`src/rfpm_pkg.sv`:
```
`timescale 1ns / 1ps
// Shared types, constants and helper functions for the rational function pixel map.
// Used by every module of the block; depends on nothing else.
package rfpm_pkg;

  localparam int unsigned MaxZerosDefault = 10;
  localparam int unsigned FracBitsDefault = 16;
  localparam longint      InvalidCoord    = -1000;
  localparam int unsigned SlotW           = 4;
  localparam int unsigned CountW          = 4;
  localparam int unsigned CfgIndexW       = 3;
  localparam int unsigned QuotBits        = 32;

  // Configuration register indexes.
  typedef enum logic [CfgIndexW-1:0] {
    CFG_AMP_REAL  = 3'd0,
    CFG_AMP_IMAG  = 3'd1,
    CFG_NUM_COUNT = 3'd2,
    CFG_DEN_COUNT = 3'd3
  } cfg_reg_e;

  // Input word.
  typedef struct packed {
    logic                mode;
    logic signed [31:0]  x_in;
    logic signed [31:0]  y_in;
    logic                invalid_in;
    logic                parity_in;
    logic                zero_table;
    logic [SlotW-1:0]    zero_slot;
    logic signed [31:0]  zero_real;
    logic signed [31:0]  zero_imag;
  } rfpm_in_t;

  // Output word.
  typedef struct packed {
    logic signed [31:0] out_x;
    logic signed [31:0] out_y;
    logic               out_parity;
    logic               out_invalid;
    logic               out_overflow;
  } rfpm_out_t;

  // Word travelling through the zero stages.
  typedef struct packed {
    logic               load;
    logic               ztab;
    logic [SlotW-1:0]   slot;
    logic signed [31:0] zr;
    logic signed [31:0] zi;
    logic signed [31:0] x;
    logic signed [31:0] y;
    logic signed [31:0] wr;
    logic signed [31:0] wi;
    logic signed [31:0] qr;
    logic signed [31:0] qi;
    logic               invalid;
    logic               parity;
    logic               ovf;
  } rfpm_item_t;

  // One lane of the restoring divider.
  typedef struct packed {
    logic                neg;
    logic                big;
    logic [63:0]         rem;
    logic [31:0]         lo;
    logic [QuotBits-1:0] quo;
  } rfpm_lane_t;

  // Word travelling through the divider.
  typedef struct packed {
    logic        invalid;
    logic        parity;
    logic        ovf;
    logic        dzero;
    logic [63:0] den;
    rfpm_lane_t  lx;
    rfpm_lane_t  ly;
  } rfpm_div_t;

  // Saturate a wide signed value to 32 bits; the top bit flags saturation.
  function automatic logic [32:0] sat32(input logic signed [65:0] v);
    logic [32:0] r;
    if (v > 66'sd2147483647) begin
      r = {1'b1, 32'h7fff_ffff};
    end else if (v < -66'sd2147483648) begin
      r = {1'b1, 32'h8000_0000};
    end else begin
      r = {1'b0, v[31:0]};
    end
    return r;
  endfunction

  // One restoring division step on a lane.
  function automatic rfpm_lane_t div_step(input rfpm_lane_t l, input logic [63:0] den);
    rfpm_lane_t  r;
    logic [64:0] part;
    logic        ge;
    r    = l;
    part = {l.rem, l.lo[31]};
    ge   = (part >= {1'b0, den});
    if (ge) begin
      part = part - {1'b0, den};
    end
    r.rem = part[63:0];
    r.lo  = {l.lo[30:0], 1'b0};
    r.quo = {l.quo[QuotBits-2:0], ge};
    return r;
  endfunction

  // Signed, saturated result of a finished lane; the top bit flags saturation.
  function automatic logic [32:0] lane_result(input rfpm_lane_t l);
    logic [32:0] r;
    if (l.neg) begin
      if (l.big || (l.quo > 32'h8000_0000)) begin
        r = {1'b1, 32'h8000_0000};
      end else begin
        r = {1'b0, 32'd0 - l.quo};
      end
    end else begin
      if (l.big || l.quo[31]) begin
        r = {1'b1, 32'h7fff_ffff};
      end else begin
        r = {1'b0, l.quo};
      end
    end
    return r;
  endfunction

endpackage

```
`src/rfpm_div_stage.sv`:
```
`timescale 1ns / 1ps
// One quotient bit of the restoring divider, for both the real and imaginary lanes.
// Depends on rfpm_pkg.
module rfpm_div_stage (
  input  logic                clk_i,
  input  logic                rst_ni,
  input  logic                en_i,
  input  logic                valid_i,
  input  rfpm_pkg::rfpm_div_t div_i,
  output logic                valid_o,
  output rfpm_pkg::rfpm_div_t div_o
);
  import rfpm_pkg::*;

  logic      v_q;
  rfpm_div_t div_q, div_d;

  // Compare, subtract and shift in the next dividend bit.
  always_comb begin
    div_d    = div_i;
    div_d.lx = div_step(div_i.lx, div_i.den);
    div_d.ly = div_step(div_i.ly, div_i.den);
  end

  always_ff @(posedge clk_i or negedge rst_ni) begin
    if (!rst_ni) begin
      v_q <= 1'b0;
    end else if (en_i) begin
      v_q <= valid_i;
    end
  end

  always_ff @(posedge clk_i) begin
    if (en_i) begin
      div_q <= div_d;
    end
  end

  assign valid_o = v_q;
  assign div_o   = div_q;

endmodule

```
`config.mk`:
```
export PLATFORM = sky130hd
export DESIGN_NAME = rfpm_div_stage
export DESIGN_NICKNAME = d
export VERILOG_FILES = /design/src/rfpm_pkg.sv /design/src/rfpm_div_stage.sv
export SDC_FILE = /design/constraint.sdc
export NUM_CORES = 1
export LEC_CHECK = 0
export ABC_AREA = 1
export CORE_AREA = 5 5 251 253
export DETAILED_ROUTE_END_ITERATION = 12
export DIE_AREA = 0 0 256 258
export DONT_BUFFER_PORTS = 1
export PLACE_DENSITY = 0.57
export SETUP_SLACK_MARGIN = 0.05
export SLEW_MARGIN = 20
export SYNTH_ARGS = -nofsm -noshare
export SYNTH_HDL_FRONTEND = slang
export SYNTH_SLANG_ARGS = --single-unit
```
`constraint.sdc`:
```
create_clock -name clk_i -period 2.1 [get_ports clk_i]
set_clock_uncertainty 0.15 [all_clocks]
set_input_delay 0.315 -clock clk_i [delete_from_list [all_inputs] [get_ports clk_i]]
set_output_delay 0.315 -clock clk_i [all_outputs]
set_load 0.05 [all_outputs]
```
After elaboration in Yosys (flattened, before gate mapping)
Cells that the tools add are included.
Widths: inputs -> output; s select.
Storage, ports and cells
  output and inout port bits: 329
  flip-flop bits (word level): 327
  word-level logic and storage cells: 22
  input port bits: 332
Cells by class
  add/sub/neg operators: 2
  muxes and demuxes: 2
  magnitude comparators: 2
Operators by type and width (count)
  $ge 65x64->1: 2
  $mux 64: 2
  $sub 64x64->64: 2

Logic depth before layout (Yosys ltp)
Gate-level depths: netlist of the first run.
  word-level depth: 2
  gate-level depth with buffers: 19
  gate-level depth less buffers: 17

Least setup slack after synthesis of the first run
OpenSTA, ideal clock, no wires.
  path kind: input to register
  from: input div_i[311] (netlist name)
  to: register div_q (netlist bit div_o[216]), data pin
  path slack: -222 ps
  setup time: 253 ps
  cell stages on the path: 14
  arrival: 1920 ps
  buffers on the path: 2
  path through: inv_1 ha_1 nand2_1 inv_1 a21oi_1 nor2_1 o21ai_1 nand3_2 nor2_4 nand2_4 buf_12 buf_12 nand2_1 nand2_1
RTL lines
  start: declaration: RTL line rfpm_div_stage.sv:9  | input rfpm_pkg::rfpm_div_t div_i,
  end signal: assignment: RTL line rfpm_div_stage.sv:35  | div_q <= div_d;
  end: declaration: RTL line rfpm_div_stage.sv:16  | rfpm_div_t div_q, div_d;

Worst setup path after layout of the first run
  from: input en_i
  to: register v_q (netlist: valid_o)
RTL lines
  start: declaration: RTL line rfpm_div_stage.sv:7  | input logic en_i,
  end signal: assignment: RTL line rfpm_div_stage.sv:29  | v_q <= valid_i;
  end: declaration: RTL line rfpm_div_stage.sv:15  | logic v_q;
No word-level cell between the ends.

==> results of run 1 <==
## cell usage after synthesis
cell,count,area share
edfxtp_1,326,0.41
conb_1,1,0.00016
nor3_2,3,0.0013
buf_4,5,0.0016
nor2_2,22,0.0058
clkinv_1,1,0.00016
nor3_1,22,0.0046
or2_2,2,0.00052
dfrtp_1,1,0.0010
nand3b_1,26,0.0082
nand4_1,21,0.0055
inv_1,695,0.11
a21oi_1,90,0.019
o21bai_1,5,0.0016
nor2_1,195,0.031
xnor2_1,2,0.00073
nand3_2,5,0.0021
xor2_1,60,0.022
mux2_2,1,0.00047
o21ai_1,2,0.00042
clkbuf_1,8,0.0013
nand3_1,288,0.060
buf_6,4,0.0019
a21oi_2,2,0.00073
nand2_2,32,0.0084
nor2_4,6,0.0028
buf_12,4,0.0034
and3_1,7,0.0018
inv_2,16,0.0025
fa_1,2,0.0017
ha_1,128,0.067
nor4_1,11,0.0029
o21ai_0,14,0.0029
nand2_4,3,0.0014
buf_2,20,0.0042
a21o_1,2,0.00063
nand2_1,1344,0.21
and2_1,4,0.0010
## metrics by stage
step | total power, mW | cell area [sq um] | utilization
CTS | 24.2 | 34500 | 0.567
detailed placement | 17.0 | 29600 | 0.487
floorplan | 14.0 | 24400 | -
global placement | 17.0 | 29600 | 0.487
global route | 25.9 | 36500 | 0.600
finish | 24.9 | 36500 | 0.600
## what timing repair did
item,in CTS,in global routing
resized for setup,70,342
endpoints found under the setup margin,111,129
cloned,0,8
pin swaps,2,70
endpoints found under the hold margin,651,220
buffers inserted,3,29
## flip-flops by register name (all words and copies together), names as in the netlist
signal	count
div_o	326
valid_o	1
## power by group
| group | internal [mW] | leakage, nW | total (mW) | switching, mW |
|---|---|---|---|---|
| Clock | 3.67 | 0.575 | 6.63 | 2.96 |
| Sequential | 8.15 | 3.20 | 11.2 | 3.01 |
| Combinational | 3.30 | 14.3 | 7.10 | 3.80 |
## how the worst max path moves through the flow
stage,from,end,slack [ns],cells after the start
5_1_grt,div_i[318],div_o[72],-0.1,15
3_3_place_gp,div_i[303],div_o[113],-0.69,13
3_5_place_dp,div_i[318],div_o[123],-0.70,15
2_1_floorplan,div_i[320],div_o[216],-0.18,12
6_report,en_i,valid_o,-0.40,2
4_1_cts,div_i[275],div_o[119],0.02,18
## cell type report
class	instances	area [sq um]	share of cell area
clock inverters	27	268	0.00734
multi-input cells	2301	13300	0.366
diodes	2	5.00	0.000137
well taps	790	988	0.0271
flip-flops and latches	327	9810	0.269
inverters	712	2810	0.0771
repair buffers	933	8310	0.228
clock buffers	41	941	0.0258
## per-layer routing
metal | part of all wire | wire [microns] | GRT usage | vias to the layer above
met1 | 0.38 | 44100 | 0.393 | 11758
met3 | 0.084 | 9710 | 0.0754 | 229
met5 | 0 | 0 | 0 | -
met4 | 0.052 | 6020 | 0.133 | 0
li1 | - | - | - | 12356
met2 | 0.48 | 55900 | 0.570 | 1141
## cells by family (layout without fill, tap and decap cells)
family | after synthesis | in the layout | synth area share
AO/OA/AOI/OAI | 115 | 115 | 0.0251
XOR/XNOR | 62 | 62 | 0.0227
adder cells (fa/ha/maj) | 130 | 130 | 0.0687
buffers and inverters | 753 | 1713 | 0.124
flip-flops | 327 | 327 | 0.411
multiplexers | 1 | 1 | 0.000471
other | 1 | 4 | 0.000157
AND/OR/NAND/NOR | 1991 | 1991 | 0.348
==> run metrics, run 1 <==
post-route ant nets=0; Max Buffers Root-to-Sink=3; CP Capture Type=flip-flop; Max rail drop VDD=~0.0006 V; Reg2Reg Launch Point=valid_o; GRT Residual Overflow=0; CP max-delay cell=mux2_2; most common cell after layout, fill and taps aside=nand2_1; RSZ-0062 raised after global routing=true; Wirelength per Cell=between 20 and 25 microns; post-synth cell types=38; final setup violation count=17; Detail Placement HPWL=~90000 microns; Top Family by Delay on Critical Path=multiplexers; final critical-path setup slack=-0.400 ns; Final Wtd Congestion=about 1.0; largest net degree at the start of global routing=between 300 and 400; layout cells sized above 1=0.267; Pre-Repair DR Iteration Count=6; slowest stage delay, CP=around 0.87 ns; vias in the first global route=~24000; Hold Path End=div_o[321]; slew at the pin closest to its max-slew limit=approximately 2.2 ns; boundary pin count=between 600 and 700; fillers=approximately 5600; Max Slew Vio Count=about 220; Area Overhead vs Synth=52.6%; Fmax=400 MHz; Cells after Synth=about 3400; hold_sp=en_i; core area=0.0608 sq mm; CP Data Arrival Time=between 2 and 3 ns; Port Buffers=0; Hold WC Path Type=input port to flip-flop; fin crit period=roughly 2.5 ns; failing checks=negative hold slack, max-slew violations, negative setup slack; cell count after placement=approximately 4700; initial core utilization=0.393; Reg2Reg Depth=2; Seq cells post-synth=327; crit-path cells=mux2_2, dlygate4sd3_1; Reg-to-Reg End=valid_o; Mean Syn Cell Area=between 7 and 8 sq um; most frequent cells in the layout=1215 x nand2_1, 641 x inv_1, 559 x buf_4, 327 x dlygate4sd3_1, 326 x edfxtp_1; first-pass GRT wire length=161000 microns; post-synthesis sequential area ratio=0.411; cts bufs inserted=37; hold buffers post-CTS=roughly 330; Vias=~25000; CP Class=input port to flip-flop; initial drt markers=2206; DR vias/cell=4.96; Ys Warns=0; Die X=around 260 microns; DP Worst Slack=-0.699 ns; CP Launch Type=input port; Slew HR=-0.461; clock latency at the later pin of the worst-skew pair=between 0.5 and 0.6 ns; CTS tree=done; Critical Path RT=around 2.4 ns; Max Cap Viol=0; leakage=~18 nW; Hold Violations, Final=43; Critical Path Fanout Max=roughly 330; Clock Pin Slew Worst Setup and Hold Paths=around 0.06 ns; Die H=258 microns; hold_ws=-0.245 ns; DRC Markers=0; routed wire length=between 100000 and 150000 microns; Num Clock Sinks=327; R2R setup slack=approximately 0.37 ns; total negative slack=-0.546 ns; GRT Util Overall=0.327; num rows=91; Tcrit/Tclk final=1.19; PwrDens=just under 700 mW/mm^2; H-tree depth=2; Cell Area, Synth=0.0239 sq mm; Post-Layout Cell Count=5133; root buffer cell=clkbuf_16; fin nets=4774; initial antenna violation count=2; outcome=complete, but fails checks; die area=about 0.066 sq mm; Worst Path Buf+Inv=1; WHS Path Cells=0
No activity file was read; power rests on OpenSTA's default activity.
==> inputs of run 2 (changes only) <==
--- a/config.mk
+++ b/config.mk
@@ -5,12 +5,12 @@
 export SDC_FILE = /design/constraint.sdc
 export NUM_CORES = 1
 export LEC_CHECK = 0
-export ABC_AREA = 1
-export CORE_AREA = 5 5 251 253
+export CORE_AREA = 5 5 254 256
 export DETAILED_ROUTE_END_ITERATION = 12
-export DIE_AREA = 0 0 256 258
+export DIE_AREA = 0 0 259 261
 export DONT_BUFFER_PORTS = 1
-export PLACE_DENSITY = 0.57
+export PLACE_DENSITY = 0.48
+export RECOVER_POWER = 50
 export SETUP_SLACK_MARGIN = 0.05
 export SLEW_MARGIN = 20
 export SYNTH_ARGS = -nofsm -noshare
==> run 2 against run 1 <==
Flip-flop and latch count stayed put. Global-route usage is 7.2 points lower. The flow finishes with violations (negative hold slack, negative setup slack). Setup slack worse by 0.43 ns. Largest power group unchanged. Critical path type unchanged. Routed wire length decreased by 20%. Combinational power increased by 2%.
==> run metrics, run 2 <==
Clock Pin Slew Worst Setup and Hold Paths=around 0.060 ns; max FFs per register=roughly 330; Post-synth EDFFs=~330; CP Capture Type=flip-flop; cell count after placement=~3200; Slew HR=0.493; CP Data Arrival Time=approximately 3.1 ns; Post-Layout Cell Count=between 3000 and 4000; Die H=261 microns; fin crit period=slightly below 3 ns; initial antenna violation count=8; leakage=between 10 and 15 nW; clock latency at the later pin of the worst-skew pair=between 0.5 and 0.6 ns; post-route ant nets=0; CTS tree=done; GRT Util Overall=0.255; Hold WC Path Type=input port to flip-flop; hold buffers post-CTS=roughly 330; post-synthesis sequential area ratio=0.507; Critical Path RT=around 2.3 ns; Num Clock Sinks=roughly 330; CP Class=input port to flip-flop; Die X=between 200 and 300 microns; Tcrit/Tclk final=1.40; RSZ-0062 raised after global routing=true; Reg2Reg Launch Point=valid_o; post-synth cell types=between 70 and 80; layout cells sized above 1=0.394; Fmax=approximately 340 MHz; WHS Path Cells=0; slew at the pin closest to its max-slew limit=0.761 ns; Synth area leaders=edfxtp_1 51%, ha_1 8.3%, a21oi_1 5.3%; outcome=complete, but fails checks; cts bufs inserted=40; Hold Path End=div_o[70]; num rows=roughly 90; post-synth top area share=0.506; compound-gate portion of the synthesized area=0.178; Max Buffers Root-to-Sink=3; GRT Residual Overflow=0; DRC Markers=0; asr flop ratio synth=0.00306; most frequent cell after synthesis=edfxtp_1; most used flip-flop cell after synthesis=edfxtp_1; mux share of post-synthesis cell area=0.0104; root buffer cell=clkbuf_16; Cell Area, Synth=slightly below 0.02 sq mm; CP Launch Type=input port; Detail Placement HPWL=around 68000 microns; routed wire length=approximately 90000 microns; hold_ws=-0.228 ns; Wirelength per Cell=between 20 and 30 microns; Post-synth top cells=326 x edfxtp_1, 205 x a21oi_1, 175 x nand2_1; Synth Area in Adders=0.0849; fillers=between 5000 and 6000; area occupied by multi-input gates=between 0.01 and 0.015 sq mm; vias in the first global route=19136; DP Worst Slack=-1.78 ns; final setup violation count=130; Pre-Repair DR Iteration Count=6; Final Wtd Congestion=roughly 0.93; first-pass GRT wire length=around 130000 microns; Seq cells post-synth=about 330; Mean Syn Cell Area=between 10 and 15 sq um; initial core utilization=0.311; Ys Warns=0; Cells after Synth=approximately 1900; Final Util=0.522; Reg2Reg Depth=2; initial drt markers=about 1200; Max Cap Viol=0; fin nets=3250; DR vias/cell=~5.1; Critical Path Fanout Max=6; final critical-path setup slack=-0.833 ns; most frequent cells in the layout=561 x buf_4, 331 x dlygate4sd3_1, 326 x edfxtp_1, 148 x nand2_1, 111 x a21oi_1; Max Slew Vio Count=0; Port Buffers=0; Register Area=0.00981 sq mm; failing checks=negative hold slack, negative setup slack; PwrDens=782 mW/mm^2; core area=approximately 0.062 sq mm; most common cell after layout, fill and taps aside=buf_4; simple-gate share of the synthesized area=0.122; Area Overhead vs Synth=68.0%; R2R setup slack=between 0.3 and 0.4 ns; largest net degree at the start of global routing=about 330; H-tree depth=2; boundary pin count=661; Max rail drop VDD=~0.00052 V; Hold Violations, Final=76; main combinational cell family by area after synthesis=compound AO/OA/AOI/OAI gates; Reg-to-Reg End=valid_o; post-synthesis xor/xnor area fraction=0.0539; die area=roughly 0.068 sq mm; Vias=approximately 19000; Synth area leader=edfxtp_1; hold_sp=en_i
## run 2: timing repair
item,4_1_cts,5_1_grt
endpoints found under the setup margin,130,130
setup buffers,53,18
gates cloned,15,8
hold endpoints to repair,652,205
resized for setup,247,151
pin swaps,84,60
## run 2: how the worst max path moves through the flow
stage                          start          to  slack (ns)  depth (start not counted)
after CTS                 div_i[276]  div_o[247]       -0.80                         15
after detailed placement  div_i[274]  div_o[123]       -1.78                         13
after global placement    div_i[274]  div_o[123]       -1.76                         13
after global routing      div_i[276]  div_o[218]       -0.92                         15
final                     div_i[299]  div_o[218]       -0.83                         13
after floorplan           div_i[300]  div_o[197]       -0.97                         13
## run 2: cells by family after synthesis
| logic type | count (synthesis) |
|---|---|
| buf+inv | 198 |
| simple gates | 508 |
| other cells | 1 |
| compound gates | 563 |
| flops | 327 |
| fa+ha+maj | 130 |
| xor+xnor | 119 |
| mux | 18 |
## run 2: layer usage
layer  wire length [microns]  global-route usage  up-vias
met5                      27                   0        -
met3                    6300              0.0634      143
met2                   47000               0.460      649
met4                    3760              0.0921        4
li1                        -                   -     8772
met1                   35600               0.294     8998
## run 2: power breakdown
group	switching [mW]	leakage [nW]	internal, mW
clock network	2.96	0.620	4.02
logic	3.40	9.23	3.81
registers	3.01	3.20	8.19
## run 2: area by class of cell
type	instances	area share
antenna	5	0.000385
clock buffer	45	0.0314
clock inverter	24	0.00817
inverter	103	0.0152
multi-input combinational	1340	0.334
sequential	327	0.302
tap	846	0.0326
timing repair buffer	976	0.276
## run 2: critical path, cell delays in order
cell	delay [ns]
inv_1	0.16
ha_1	0.34
nand4_1	0.17
nor3_2	0.08
a221oi_2	0.27
o21ai_2	0.14
a21o_1	0.20
a41o_1	0.25
a41o_1	0.27
a31oi_4	0.21
buf_12	0.17
buf_16	0.16
mux2_4	0.31
## run 2: metrics by stage
stage	instance area, sq um	setup TNS (ns)	total power, mW
final	32500	-92.30	25.4
after global routing	32500	-105.79	26.4
after CTS	31800	-88.43	25.2
after detailed placement	25300	-199.55	16.6
after global placement	25300	-194.97	16.6
after floorplan	20600	-96.71	14.1
==> inputs of run 3 (changes only) <==
==> constraint.sdc (replaced) <==
create_clock -name clk_i -period 3.3 [get_ports clk_i]
set_clock_uncertainty 0.15 [all_clocks]
set_input_delay 0.495 -clock clk_i [delete_from_list [all_inputs] [get_ports clk_i]]
set_output_delay 0.495 -clock clk_i [all_outputs]
set_load 0.05 [all_outputs]
==> run 3 against run 2 <==
The flow finishes with violations (max-capacitance violations, max-slew violations). Largest cell class is now flip-flops and latches. Critical endpoint is now div_o[255]. Die area did not move. Sequential share of layout area rose by 4.1 points. Combinational power fell by 52%. Clock power fell by 36%.
==> run metrics, run 3 (same netlist as run 2, synthesis figures left out) <==
Num Clock Sinks=roughly 330; vias in the first global route=around 18000; Design Area, Final=0.0286 sq mm; core area=0.0623 sq mm; part of the power in registers=0.475; fin nets=3079; fin crit period=roughly 3.2 ns; Critical Path RT=between 3 and 4 ns; Die H=approximately 260 microns; Slew HR=-0.823; post-route ant nets=0; Detail Placement HPWL=roughly 66000 microns; Fmax=roughly 300 MHz; initial drt markers=1254; failing checks=max-capacitance violations, max-slew violations; cell count after placement=3117; Port Buffers=0; boundary pin count=roughly 660; Hold WC Path Type=input port to flip-flop; largest net degree at the start of global routing=~330; Max rail drop VDD=about 0.00034 V; switching part of the total power=0.369; most common cell after layout, fill and taps aside=buf_4; PwrDens=roughly 530 mW/mm^2; Max Slew Vio Count=97; Die X=around 260 microns; CP max-delay cell=ha_4; initial core utilization=0.311; num rows=a little over 90; cts bufs inserted=40; R2R setup slack=about 2.1 ns; leakage=around 12 nW; routed wire length=86800 microns; Final Util=0.459; GRT Residual Overflow=0; die area=around 0.068 sq mm; placed cell areas=between 0.02 and 0.025 sq mm; cell mode on critical path=buf_4; first-pass GRT wire length=between 100000 and 150000 microns; final setup violation count=0; CP Data Arrival Time=approximately 3.4 ns; slowest stage delay, CP=0.28 ns; Pre-Repair DR Iteration Count=5; CTS tree=done; Vias=~17000; Final Wtd Congestion=0.904; P_sw=5.56 mW; fillers=between 5000 and 6000; Hold Violations, Final=0; outcome=complete, but fails checks; CP Launch Type=input port; PnR Total Power=roughly 15 mW; slew at the pin closest to its max-slew limit=2.73 ns; Critical Path Fanout Max=14; H-tree depth=2; clock latency at the later pin of the worst-skew pair=0.58 ns; Clock power frac=0.296; Tcrit/Tclk final=0.985; CP Capture Type=flip-flop; Post-Layout Cell Count=between 3000 and 4000; max FFs per register=326; root buffer cell=clkbuf_16; GRT Util Overall=0.235; Max Cap Viol=1; Max Buffers Root-to-Sink=3; Area Overhead vs Synth=47.8%; most frequent cells in the layout=499 x buf_4, 326 x edfxtp_1, 292 x dlygate4sd3_1, 191 x a21oi_1, 175 x nand2_1; Pint=around 9.5 mW; CP Class=input port to flip-flop; Clock Pin Slew Worst Setup and Hold Paths=approximately 0.060 ns; Wirelength per Cell=about 25 microns; initial antenna violation count=2; DRC Markers=0; layout cells sized above 1=0.253; total negative slack=0 ns; DR vias/cell=between 4 and 5; RSZ-0062 raised after global routing=true; Gate power share=0.229; crit-path cells=inv_1, ha_4, buf_4, and3_1, and3_1, o21ai_1, buf_4, a31oi_1, buf_4, a41o_4, a41o_1, a31oi_4, buf_12, buf_4, clkbuf_16, a22o_1
-- run 3: final timing paths --
path	cells after the start	endpoint	startpoint
max	16	div_o[255]	div_i[276]
min reg2reg	1	valid_o	valid_o
max reg2reg	1	valid_o	valid_o
min in group asynchronous	2	valid_o	rst_ni
max in group asynchronous	2	valid_o	rst_ni
min	2	div_o[121]	div_i[120]
-- run 3: timing repair --
action | in CTS | in global routing
hold buffers | 289 | 4
buffers inserted | 0 | 7
resized for setup | 8 | 47
setup endpoints to repair | 7 | 92
hold endpoints to repair | 406 | 15
gates cloned | 0 | 4
pin swaps | 0 | 11
-- run 3: worst max-delay path, delay by kind of cell --
family,cells,cell delay [ns]
AOI/OAI and AO/OA,6,1.08
and+or+nand+nor,2,0.48
adders and majority gates,1,0.28
buffers and inverters,7,1.04
-- run 3: metal layers --
metal | GRT usage | share of wire
met1 | 0.266 | 0.39
met3 | 0.0748 | 0.076
met2 | 0.415 | 0.49
met5 | 0 | 0
met4 | 0.0928 | 0.043
-- run 3: per-stage QoR --
step | hold slack [ns] | setup slack, ns
floorplan | 0.0494 | 0.0454
global placement | 0.0494 | -0.648
detailed placement | 0.0494 | -0.682
CTS | -0.109 | 0.0500
global route | 0.00132 | -0.0216
finish | 0.0177 | 0.0504
-- run 3: area by class of cell --
class,instances,area [sq um],share of cell area
diodes,2,5.00,0.000175
clock buffers,45,1020,0.0357
clock inverters,26,278,0.00972
inverters,103,408,0.0143
multi-input cells,1340,9060,0.317
flip-flops and latches,327,9810,0.343
well taps,846,1060,0.0370
repair buffers,805,6940,0.243
-- run 3: power by group through the flow --
stage / Sequential, mW / Clock [mW] / Combinational, mW
3_5_place_dp: 7.25 / 0 / 2.99
2_1_floorplan: 7.02 / 0 / 1.70
3_3_place_gp: 7.25 / 0 / 2.99
4_1_cts: 7.17 / 4.57 / 3.32
5_1_grt: 7.19 / 4.76 / 3.77
6_report: 7.16 / 4.46 / 3.46
